$ cat config.mk
export PLATFORM = sky130hd
export DESIGN_NAME = time_triggered_task_table
export DESIGN_NICKNAME = d
export VERILOG_FILES = /design/src/sv/ttt_pkg.sv /design/src/sv/ttt_slot_update.sv /design/src/sv/time_triggered_task_table.sv
export SDC_FILE = /design/constraint.sdc
export NUM_CORES = 1
export LEC_CHECK = 0
export ABC_AREA = 1
export BUFFER_PORTS_ARGS = -buffer_cell sky130_fd_sc_hd__buf_2
export CAP_MARGIN = 20
export CORE_MARGIN = 3
export CORE_UTILIZATION = 55
export CTS_BUF_LIST = sky130_fd_sc_hd__clkbuf_16
export DETAILED_ROUTE_END_ITERATION = 6
export PLACE_DENSITY_LB_ADDON = 0.2
export SLEW_MARGIN = 15
export SYNTH_ARGS = -nofsm -noshare
export SYNTH_HDL_FRONTEND = slang
export SYNTH_HIERARCHICAL = 1
export SYNTH_SLANG_ARGS = --single-unit
$ cat constraint.sdc
create_clock -name clk -period 6.4 [get_ports clk]
set_input_delay 0.64 -clock clk [delete_from_list [all_inputs] [get_ports clk]]
set_output_delay 0.64 -clock clk [all_outputs]
set_load 0.02 [all_outputs]
$ cat src/sv/ttt_pkg.sv
// Package for the time-triggered task table.
// Holds command and status codes, the slot record and the slot update bundle.
// No dependencies.
package ttt_pkg;

  localparam int ID_W        = 8;
  localparam int TIME_W      = 16;
  localparam int MAX_RESULTS = 8;
  localparam int CNT_W       = $clog2(MAX_RESULTS + 1);

  typedef enum logic [1:0] {
    CMD_ADD      = 2'd0,
    CMD_REMOVE   = 2'd1,
    CMD_TICK     = 2'd2,
    CMD_DISPATCH = 2'd3
  } cmd_t;

  typedef enum logic [1:0] {
    ST_OK        = 2'd0,
    ST_FULL      = 2'd1,
    ST_NOT_FOUND = 2'd2
  } status_t;

  // One task slot as it is kept in the slot memory.
  typedef struct packed {
    logic [ID_W-1:0]   id;
    logic [TIME_W-1:0] due;
    logic [TIME_W-1:0] period;
    logic              periodic;
    logic              ready;
  } slot_t;

  // What the update logic decides for the slot under the scan pointer.
  typedef struct packed {
    logic  we;
    logic  hit;
    logic  occupied;
    slot_t wdata;
  } upd_t;

endpackage

$ cat src/sv/ttt_slot_update.sv
// Read-modify-write logic for one task slot of the time-triggered task table.
// Depends on ttt_pkg for the command codes, the slot record and upd_t.
module ttt_slot_update (
  input  ttt_pkg::cmd_t                 cmd,
  input  ttt_pkg::slot_t                slot,
  input  logic [ttt_pkg::ID_W-1:0]      task_id,
  input  logic [ttt_pkg::TIME_W-1:0]    period,
  input  logic [ttt_pkg::TIME_W-1:0]    start_delay,
  input  logic                          repeat_periodic,
  input  logic [ttt_pkg::TIME_W-1:0]    tick_count,
  input  logic                          found,
  input  logic                          room,
  output ttt_pkg::upd_t                 upd
);
  import ttt_pkg::*;

  slot_t fresh;
  slot_t ticked;
  slot_t taken;

  // Candidate records for each command.
  always_comb begin
    fresh          = '0;
    fresh.id       = task_id;
    fresh.due      = start_delay + tick_count + TIME_W'(1);
    fresh.period   = period;
    fresh.periodic = repeat_periodic;
    fresh.ready    = 1'b0;

    ticked       = slot;
    ticked.ready = 1'b1;
    ticked.due   = slot.due + slot.period;

    // A dispatched one-shot slot is freed completely.
    taken       = slot;
    taken.ready = 1'b0;
    if (!slot.periodic) begin
      taken = '0;
    end
  end

  // Decide whether this slot is hit and what goes back into memory.
  always_comb begin
    upd          = '0;
    upd.occupied = (slot.id != '0);
    case (cmd)
      CMD_ADD: begin
        upd.hit   = (slot.id == '0);
        upd.wdata = fresh;
      end
      CMD_REMOVE: begin
        upd.hit      = !found && (slot.id == task_id);
        upd.wdata    = '0;
        upd.occupied = (slot.id != '0) && !upd.hit;
      end
      CMD_TICK: begin
        upd.hit   = (slot.id != '0) && (slot.due == tick_count);
        upd.wdata = ticked;
      end
      CMD_DISPATCH: begin
        upd.hit   = slot.ready && room;
        upd.wdata = taken;
      end
      default: begin
        upd.hit = 1'b0;
      end
    endcase
    upd.we = upd.hit;
  end

endmodule

$ cat src/sv/time_triggered_task_table.sv
// Time-triggered task table: slot memory, scan sequencer and result registers.
// Depends on ttt_pkg and ttt_slot_update.
//
//  channel   | handshake               | fields
//  ----------+-------------------------+-----------------------------------------------
//  command   | start && !busy          | cmd, task_id, period, start_delay,
//            |                         | repeat_periodic
//  result    | strobe (one cycle)      | status, run_valid, run_task_id, last,
//            |                         | ticking_on, tick_count
//
// A command walks the slot memory one slot per cycle: an accept step, a scan of
// up to NUM_SLOTS slots and a finish step. Add stops at the first free slot,
// dispatch after MAX_RESULTS ready slots, and a tick while ticking is off answers
// at the accept edge itself. Reset clears the control state and the per-slot
// valid bits at once; there is no clearing pass. Results cannot be stalled: each
// beat shows for exactly one cycle.
module time_triggered_task_table #(
  parameter int NUM_SLOTS = 8
) (
  input  logic                         clk,
  input  logic                         rst,
  input  logic                         start,
  output logic                         busy,
  input  logic [1:0]                   cmd,
  input  logic [ttt_pkg::ID_W-1:0]     task_id,
  input  logic [ttt_pkg::TIME_W-1:0]   period,
  input  logic [ttt_pkg::TIME_W-1:0]   start_delay,
  input  logic                         repeat_periodic,
  output logic                         strobe,
  output logic [1:0]                   status,
  output logic                         run_valid,
  output logic [ttt_pkg::ID_W-1:0]     run_task_id,
  output logic                         last,
  output logic                         ticking_on,
  output logic [ttt_pkg::TIME_W-1:0]   tick_count
);
  import ttt_pkg::*;

  localparam int IDX_W = (NUM_SLOTS > 1) ? $clog2(NUM_SLOTS) : 1;
  localparam logic [IDX_W-1:0] LAST_IDX = IDX_W'(NUM_SLOTS - 1);

  typedef enum logic [2:0] {
    S_IDLE   = 3'b001,
    S_SCAN   = 3'b010,
    S_FINISH = 3'b100
  } state_t;

  state_t               state;
  logic [IDX_W-1:0]     idx;
  logic [IDX_W-1:0]     raddr;
  cmd_t                 cmd_q;
  logic [ID_W-1:0]      id_q;
  logic [TIME_W-1:0]    period_q;
  logic [TIME_W-1:0]    delay_q;
  logic                 rep_q;
  status_t              status_q;
  logic                 any_occ;
  logic [CNT_W-1:0]     n_cnt;
  logic                 pend_valid;
  logic [ID_W-1:0]      pend_id;
  logic [TIME_W-1:0]    tick_counter;
  logic                 ticking_enabled;

  slot_t                slot_mem [NUM_SLOTS];
  logic [NUM_SLOTS-1:0] slot_vld;
  slot_t                rdata;
  logic                 rvld;
  slot_t                slot_rd;
  upd_t                 upd;
  logic                 mem_we;
  logic                 accept;
  logic                 occ_after;

  assign busy   = (state != S_IDLE);
  assign accept = start && !busy;

  // Read address: slot 0 while idle, the following slot while scanning.
  always_comb begin
    raddr = '0;
    if (state == S_SCAN && idx != LAST_IDX) begin
      raddr = idx + IDX_W'(1);
    end
  end

  // Slot memory with registered read; never-written entries read as free slots.
  always_ff @(posedge clk) begin
    rdata <= slot_mem[raddr];
    if (mem_we) begin
      slot_mem[idx] <= upd.wdata;
    end
  end

  always_ff @(posedge clk) begin
    if (rst) begin
      slot_vld <= '0;
      rvld     <= 1'b0;
    end else begin
      rvld <= slot_vld[raddr];
      if (mem_we) begin
        slot_vld[idx] <= 1'b1;
      end
    end
  end

  assign slot_rd = rvld ? rdata : '0;

  // Per-slot decision for the current command.
  ttt_slot_update u_update (
    .cmd             (cmd_q),
    .slot            (slot_rd),
    .task_id         (id_q),
    .period          (period_q),
    .start_delay     (delay_q),
    .repeat_periodic (rep_q),
    .tick_count      (tick_counter),
    .found           (status_q == ST_OK),
    .room            (n_cnt < CNT_W'(MAX_RESULTS)),
    .upd             (upd)
  );

  assign mem_we    = (state == S_SCAN) && upd.we;
  assign occ_after = any_occ || upd.occupied;

  // Sequencer, table-wide state and result registers.
  always_ff @(posedge clk) begin
    if (rst) begin
      state           <= S_IDLE;
      tick_counter    <= '0;
      ticking_enabled <= 1'b0;
      strobe          <= 1'b0;
      pend_valid      <= 1'b0;
      n_cnt           <= '0;
      any_occ         <= 1'b0;
      status_q        <= ST_OK;
      idx             <= '0;
    end else begin
      strobe <= 1'b0;
      case (state)
        S_IDLE: begin
          if (accept) begin
            cmd_q      <= cmd_t'(cmd);
            id_q       <= task_id;
            period_q   <= period;
            delay_q    <= start_delay;
            rep_q      <= repeat_periodic;
            idx        <= '0;
            any_occ    <= 1'b0;
            n_cnt      <= '0;
            pend_valid <= 1'b0;
            status_q   <= ST_OK;
            state      <= S_SCAN;
            case (cmd_t'(cmd))
              CMD_ADD: begin
                status_q        <= ST_FULL;
                ticking_enabled <= 1'b1;
              end
              CMD_REMOVE: begin
                status_q <= ST_NOT_FOUND;
              end
              CMD_TICK: begin
                if (ticking_enabled) begin
                  tick_counter <= tick_counter + TIME_W'(1);
                end else begin
                  // Ignored tick: answer right away and stay idle.
                  state       <= S_IDLE;
                  strobe      <= 1'b1;
                  status      <= ST_OK;
                  run_valid   <= 1'b0;
                  run_task_id <= '0;
                  last        <= 1'b1;
                  ticking_on  <= ticking_enabled;
                  tick_count  <= tick_counter;
                end
              end
              default: begin
              end
            endcase
          end
        end
        S_SCAN: begin
          idx <= idx + IDX_W'(1);
          if (idx == LAST_IDX) begin
            state <= S_FINISH;
          end
          case (cmd_q)
            CMD_ADD: begin
              if (upd.hit) begin
                status_q <= ST_OK;
                state    <= S_FINISH;
              end
            end
            CMD_REMOVE: begin
              if (upd.hit) begin
                status_q <= ST_OK;
              end
              any_occ <= occ_after;
              if (idx == LAST_IDX && !occ_after) begin
                ticking_enabled <= 1'b0;
              end
            end
            CMD_DISPATCH: begin
              if (upd.hit) begin
                // The held beat is not the final one, so it goes out now.
                if (pend_valid) begin
                  strobe      <= 1'b1;
                  status      <= ST_OK;
                  run_valid   <= 1'b1;
                  run_task_id <= pend_id;
                  last        <= 1'b0;
                  ticking_on  <= ticking_enabled;
                  tick_count  <= tick_counter;
                end
                pend_valid <= 1'b1;
                pend_id    <= slot_rd.id;
                n_cnt      <= n_cnt + CNT_W'(1);
                if (n_cnt + CNT_W'(1) == CNT_W'(MAX_RESULTS)) begin
                  state <= S_FINISH;
                end
              end
            end
            default: begin
            end
          endcase
        end
        S_FINISH: begin
          // Final beat of the command.
          state      <= S_IDLE;
          strobe     <= 1'b1;
          last       <= 1'b1;
          ticking_on <= ticking_enabled;
          tick_count <= tick_counter;
          if (cmd_q == CMD_DISPATCH) begin
            status      <= ST_OK;
            run_valid   <= pend_valid;
            run_task_id <= pend_valid ? pend_id : '0;
          end else begin
            status      <= status_q;
            run_valid   <= 1'b0;
            run_task_id <= '0;
          end
        end
        default: begin
          state <= S_IDLE;
        end
      endcase
    end
  end

  // The final beat of a command always leaves the sequencer idle.
  a_last_idle: assert property (@(posedge clk) disable iff (rst)
    strobe && last |-> state == S_IDLE)
    else $error("final beat while sequencer still busy");

  // The scan pointer never leaves the table.
  a_idx_range: assert property (@(posedge clk) disable iff (rst)
    state == S_SCAN |-> idx <= LAST_IDX)
    else $error("scan pointer beyond last slot");

  // No more dispatch beats than the per-command limit.
  a_cnt_range: assert property (@(posedge clk) disable iff (rst)
    n_cnt <= CNT_W'(MAX_RESULTS))
    else $error("dispatch count beyond limit");

  // The tick counter moves only while ticking is on.
  a_tick_gate: assert property (@(posedge clk) disable iff (rst)
    !$past(rst) && !$stable(tick_counter) |-> $past(ticking_enabled))
    else $error("tick counter moved while ticking off");

endmodule
== Word level (Yosys, flattened, before mapping) ==
Memory sizes are Yosys's and may differ from the RTL's. A register that Yosys moved wholly into a read port is not among the register bits.
Index checks and enable logic that the tools add are counted.
W data, S select, Z words.

* Output and inout bits: 31
* Bits of input ports: 46
* Word-level logic and storage cells: 184
* Register bits: 121
* RAM bits: 336
* Memories kept: 1

* Bitwise operators: 2
* Mux-type cells: 93
* Equality and inequality tests: 24
* Magnitude comparators: 4
* Add/sub/neg operators: 6
* Reductions and logical operators: 31

{| class="wikitable"
|+ Memory list
! name !! words !! bits a word !! rd ports !! clocked after memory_dff !! wr ports !! RTL line !! source
|-
| slot_mem || 8 || 42 || 1 || 1 || 1 || time_triggered_task_table.sv:64 || <nowiki>slot_t slot_mem [NUM_SLOTS];</nowiki>
|}

{| class="wikitable"
|+ Operator list
! operator !! count
|-
| $pmux W42 S4 || 1
|-
| $mux W16 || 6
|-
| $mux W42 || 2
|-
| $mux W8 || 8
|-
| $pmux W16 S3 || 1
|-
| $mux W1 || 35
|-
| $add A16 B1 Y16 const B || 2
|-
| $add A16 B16 Y16 || 2
|-
| $mux W2 || 12
|-
| $pmux W8 S3 || 1
|-
| $mux W3 || 7
|-
| $pmux W3 S2 || 3
|-
| $eq A16 B16 Y1 || 1
|-
| $reduce_and A4 Y1 || 4
|-
| $mux W4 || 3
|-
| $pmux W1 S3 || 4
|-
| $ne A2 B1 Y1 const B || 5
|-
| $ne A2 B2 Y1 const B || 5
|-
| $logic_and A1 B1 Y1 || 9
|-
| $eq A8 B8 Y1 || 1
|-
| $logic_not A8 Y1 || 1
|-
| $lt A3 B4 Y1 const B || 2
|-
| $or A8 B8 Y8 || 1
|-
| $pmux W2 S2 || 2
|-
| 30 further kinds || 42
|}

== Longest topological paths before layout ==
* Depth after elaboration: 12
* Depth in mapped cells: 19
* Gate-level depth less buffers: 17

== By module ==
Netlist, hierarchy kept.

{| class="wikitable"
|+ By module, submodules not included
! module !! area an instance (µm²) !! seq. area each (µm²) !! cells an instance !! times used
|-
| time_triggered_task_table || 19651.3 || 14153.6 || 1782 || 1
|-
| ttt_slot_update || 2824.0 || 0.0 || 572 || 1
|}

== Worst setup path before layout ==
Ideal clock, no wire load.

* Path kind: register to register
* From: register rvld
* To: memory slot_mem[4][0] in the netlist's numbering (enable)
* Stages on the path, launching flop included: 16
* Path buffers: 3
* Slack: 1252 ps
* Setup time: 496 ps
* Clock period less this slack: 5148 ps
* Arrival time: 4652 ps
* Data required time: 5904 ps
* Cell sequence: dfxtp_1 clkbuf_1 clkbuf_1 nand2_1 inv_1 inv_1 nand2_1 nand2_1 a21oi_1 nand2_1 nor2_1 nand3b_1 nand4_1 buf_4 inv_1 nor3_1

{| class="wikitable"
|+ RTL lines
! element !! RTL line !! source
|-
| start, declared || time_triggered_task_table.sv:67 || <nowiki>logic rvld;</nowiki>
|-
| start signal, assigned || time_triggered_task_table.sv:98 || <nowiki>rvld <= slot_vld[raddr];</nowiki>
|-
| end, declared || time_triggered_task_table.sv:64 ||
|}

==> impl_metrics.py <==
metrics = {
    "global_routing": {
        "grt_pass1_vias": 15200,
        "grt-ovfl-total": 0,
        "grt_pass1_wl_um": 83600,
        "grt_max_degree": 172,
        "grt_use_total": 0.245,
        "antenna_found_initial": 0,
    },
    "flow_run": {
        "cap_viol_max_count": 0,
    },
    "clocking": {
        "postCtsSetupBuffers": 0,
        "hold_buffers": 0,
        "clk_latency_ps": 600,
        "numClockSinks": 499,
        "clk_root_buffer_cell": "clkbuf_16",
        "cts_buffers": 51,
        "htreeDepth": 2,
        "clockBufferDepth": 3,
        "cts_tree": "built",
        "cts.clk_slew.worst_paths_ps": 60,
        "cts_resized": 0,
    },
    "floorplan": {
        "die_area_um2": 43300,
        "io_pins": 77,
        "rows": 73,
        "die_y_um": 208,
        "die_w_um": 208,
        "core_um2": 40000,
        "initial_core_util": 0.562,
    },
    "synth": {
        "ys_warn_count": 6,
        "avgSynthCellArea_um2": 9.55,
        "ys_ff_latch": 499,
        "synth_edf_count": 416,
        "synthCells": 2354,
        "synthArstFlopShare": 0,
        "syn_nets": 2439,
        "ys.flop_type": "edfxtp_1",
        "synth_cell_types": 40,
        "synth_area_um2": 22500,
        "seq_area_frac_synth": 0.630,
    },
    "timing": {
        "finalSetupViolations": 0,
        "clock_skew_ps": 22.2,
        "timing.hold.ws_ps": 216,
        "finalSetupTns_ps": 0,
        "clock.fmax_mhz": 248,
        "min_period_over_period": 0.629,
        "hold_viol_final": 0,
        "worst_pin_slew_ps": 1080,
        "relSlewSlack": 0.277,
        "rsz0062_at_grt": "no",
        "layout_min_cycle_time_ps": 4020,
        "slew_violations": 0,
    },
    "final_layout": {
        "stdcell_area_um2": 24900,
        "finalNonFillerCells": 2989,
        "multiInputGateArea_um2": 6750,
        "nFillCells": 3358,
        "seqCellArea_um2": 14200,
        "layout-drive-gt1-share": 0.0812,
        "nNetsFinal": 2507,
        "diodes": 0,
        "syn2layout_area_growth_pct": 11.0,
    },
    "routing": {
        "drt-initial-drc-count": 1536,
        "antenna_left": 0,
        "drc": 0,
        "wire_per_inst_um": 17.8,
        "dr.pass1.iters": 5,
        "wirelength_um": 53100,
        "post_drt_via_cell_ratio": 5.30,
        "num_vias": 15800,
    },
    "place": {
        "placed_cell_area_um2": 23300,
        "placed_cells": 2893,
        "port_buffers": 76,
        "dp_hpwl_um": 33600,
        "place_congestion": 0.896,
    },
    "pwr": {
        "ir_worst_vdd_v": 0.000278,
        "leakage_nw": 11.1,
        "p_int_mw": 5.27,
        "combPwrFrac": 0.052,
        "p_sw_mw": 1.51,
        "p_clk_frac": 0.416,
        "power_density_nw_per_um2": 272,
        "power_frac_seq": 0.532,
        "p_sw_frac": 0.223,
    },
    "worst_setup_path": {
        "crit_arrival_ps": 4260,
        "cp_max_fo": 30,
        "cp_cell_sequence": "nand2_1 -> inv_1 -> inv_1 -> nand2_1 -> nand2_1 -> a21oi_1 -> nand2_1 -> nor2_1 -> nand3b_1 -> nand4_1 -> inv_1 -> nor3_1 -> inv_1 -> nor2_4 -> buf_4",
        "path_class": "reg -> reg",
        "worstPathRequired_ps": 6630,
        "cp-end-kind": "flop",
        "critPathLaunchType": "flop",
        "critical_path.slowest_cell": "dfxtp_2",
        "crit_path_max_incr_delay_ps": 820,
    },
    "hold_path": {
        "hp-class": "in -> reg",
    },
    "status": {
        "outcome": "completed",
    },
}
-- Yosys cell counts, types with 2 or more instances --
master    instances  area (um^2)
nor2_2            3         18.8
a21oi_1          60          300
dfxtp_1          83         1660
nor3_1           15         75.1
inv_1           316         1190
buf_4             5         37.5
xnor2_1          10         87.6
xor2_1           13          114
fa_1              2         40.0
buf_6             3         33.8
nor2_4            4         45.0
and2_1            2         12.5
ha_1             37          463
and3_1            3         18.8
nor2_1          189          709
nand3_1          66          330
clkbuf_1         22         82.6
edfxtp_1        416        12500
inv_2             5         18.8
clkbuf_2          2         10.0
o22ai_1           4         25.0
buf_2            50          250
nand3b_1          6         45.0
o21ai_1          15         75.1
or2_2             2         12.5
nand4_1          15         93.8
o211ai_1         50          375
nand2_1         778         2920
o21ai_0         166          831
nand2_2           2         12.5
-- critical path, delay by kind of cell (launching register included) --
kind            cells  cell delay (ps)
compound gates      1              130
buf+inv             5             1020
flops               1              820
simple gates        9             1660
-- kinds of logic (layout without fill, tap and decap cells) --
kind of cell | count (synthesis) | count (layout) | share of synthesized area
buffers and inverters | 405 | 515 | 0.0728
and+or+nand+nor | 1092 | 1092 | 0.194
AOI/OAI and AO/OA | 296 | 296 | 0.0718
xor gates and xnor gates | 23 | 23 | 0.00896
DFF | 499 | 499 | 0.630
adders and majority gates | 39 | 39 | 0.0224
-- layout by cell type (no fill, tap or decap), drive strengths merged --
master and n:
inv 338, a21oi 60, bufinv 3, clkbuf 53, nand2 781, and3 3
o31ai 1, nor4 1, or2 3, nand4 16, nand3 67, fa 2
o22ai 4, dfxtp 83, nor2 196, edfxtp 416, ha 37, o211ai 50
nand3b 6, o21ai 181, buf 97, xor2 13, clkinvlp 3, xnor2 10
nor3 16, and2 3, clkinv 21
-- layout make-up --
| class | instances | share of cell area |
|---|---|---|
| inverter | 322 | 0.0485 |
| timing repair buffer | 98 | 0.0224 |
| tap | 525 | 0.0263 |
| clock inverter | 43 | 0.0124 |
| clock buffer | 52 | 0.0522 |
| multi-input combinational | 1450 | 0.271 |
| sequential | 499 | 0.568 |
-- metrics by stage --
step / power (mW) / utilization / setup slack [ps]
6_report: 6.78 / 0.623 / 2380
5_1_grt: 7.02 / 0.623 / 2050
4_1_cts: 6.84 / 0.623 / 2370
3_5_place_dp: 4.03 / 0.583 / 2390
3_3_place_gp: 4.02 / 0.583 / 1930
2_1_floorplan: 3.91 / - / 1250
-- power groups by stage --
stage | clock [mW] | combinational [mW] | sequential (mW)
after floorplan | 0 | 0.221 | 3.68
after global placement | 0 | 0.343 | 3.68
after detailed placement | 0 | 0.351 | 3.68
after CTS | 2.88 | 0.353 | 3.61
after global routing | 3.01 | 0.396 | 3.61
final | 2.82 | 0.352 | 3.61
-- path summary, 6_finish.rpt --
| path | slack (ps) | end | startpoint | cells after the start |
|---|---|---|---|---|
| setup / recovery | 2380 | slot_mem[3][32] | rvld | 15 |
| hold / removal | 220 | period_q[11] | period[11] | 1 |
| setup reg to reg | 2380 | slot_mem[3][32] | rvld | 15 |
| hold reg to reg | 470 | slot_vld[4] | slot_vld[4] | 2 |
-- flip-flops by register name (all words and copies together) (netlist names), 3 cells and up --
register,flops
slot_mem,336
delay_q,16
tick_count,16
run_task_id,8
state,3
id_q,8
period_q,16
tick_counter,16
slot_vld,8
pend_id,8
n_cnt,4
rdata,42
idx,3
-- per-layer routing --
layer	GRT usage	routed length [um]	up-vias
met3	0.0359	3500	93
li1	-	-	7831
met1	0.336	22700	7402
met2	0.408	25500	509
met4	0.0784	1450	0
met5	0	0	-
No activity file was read; power rests on OpenSTA's default activity.
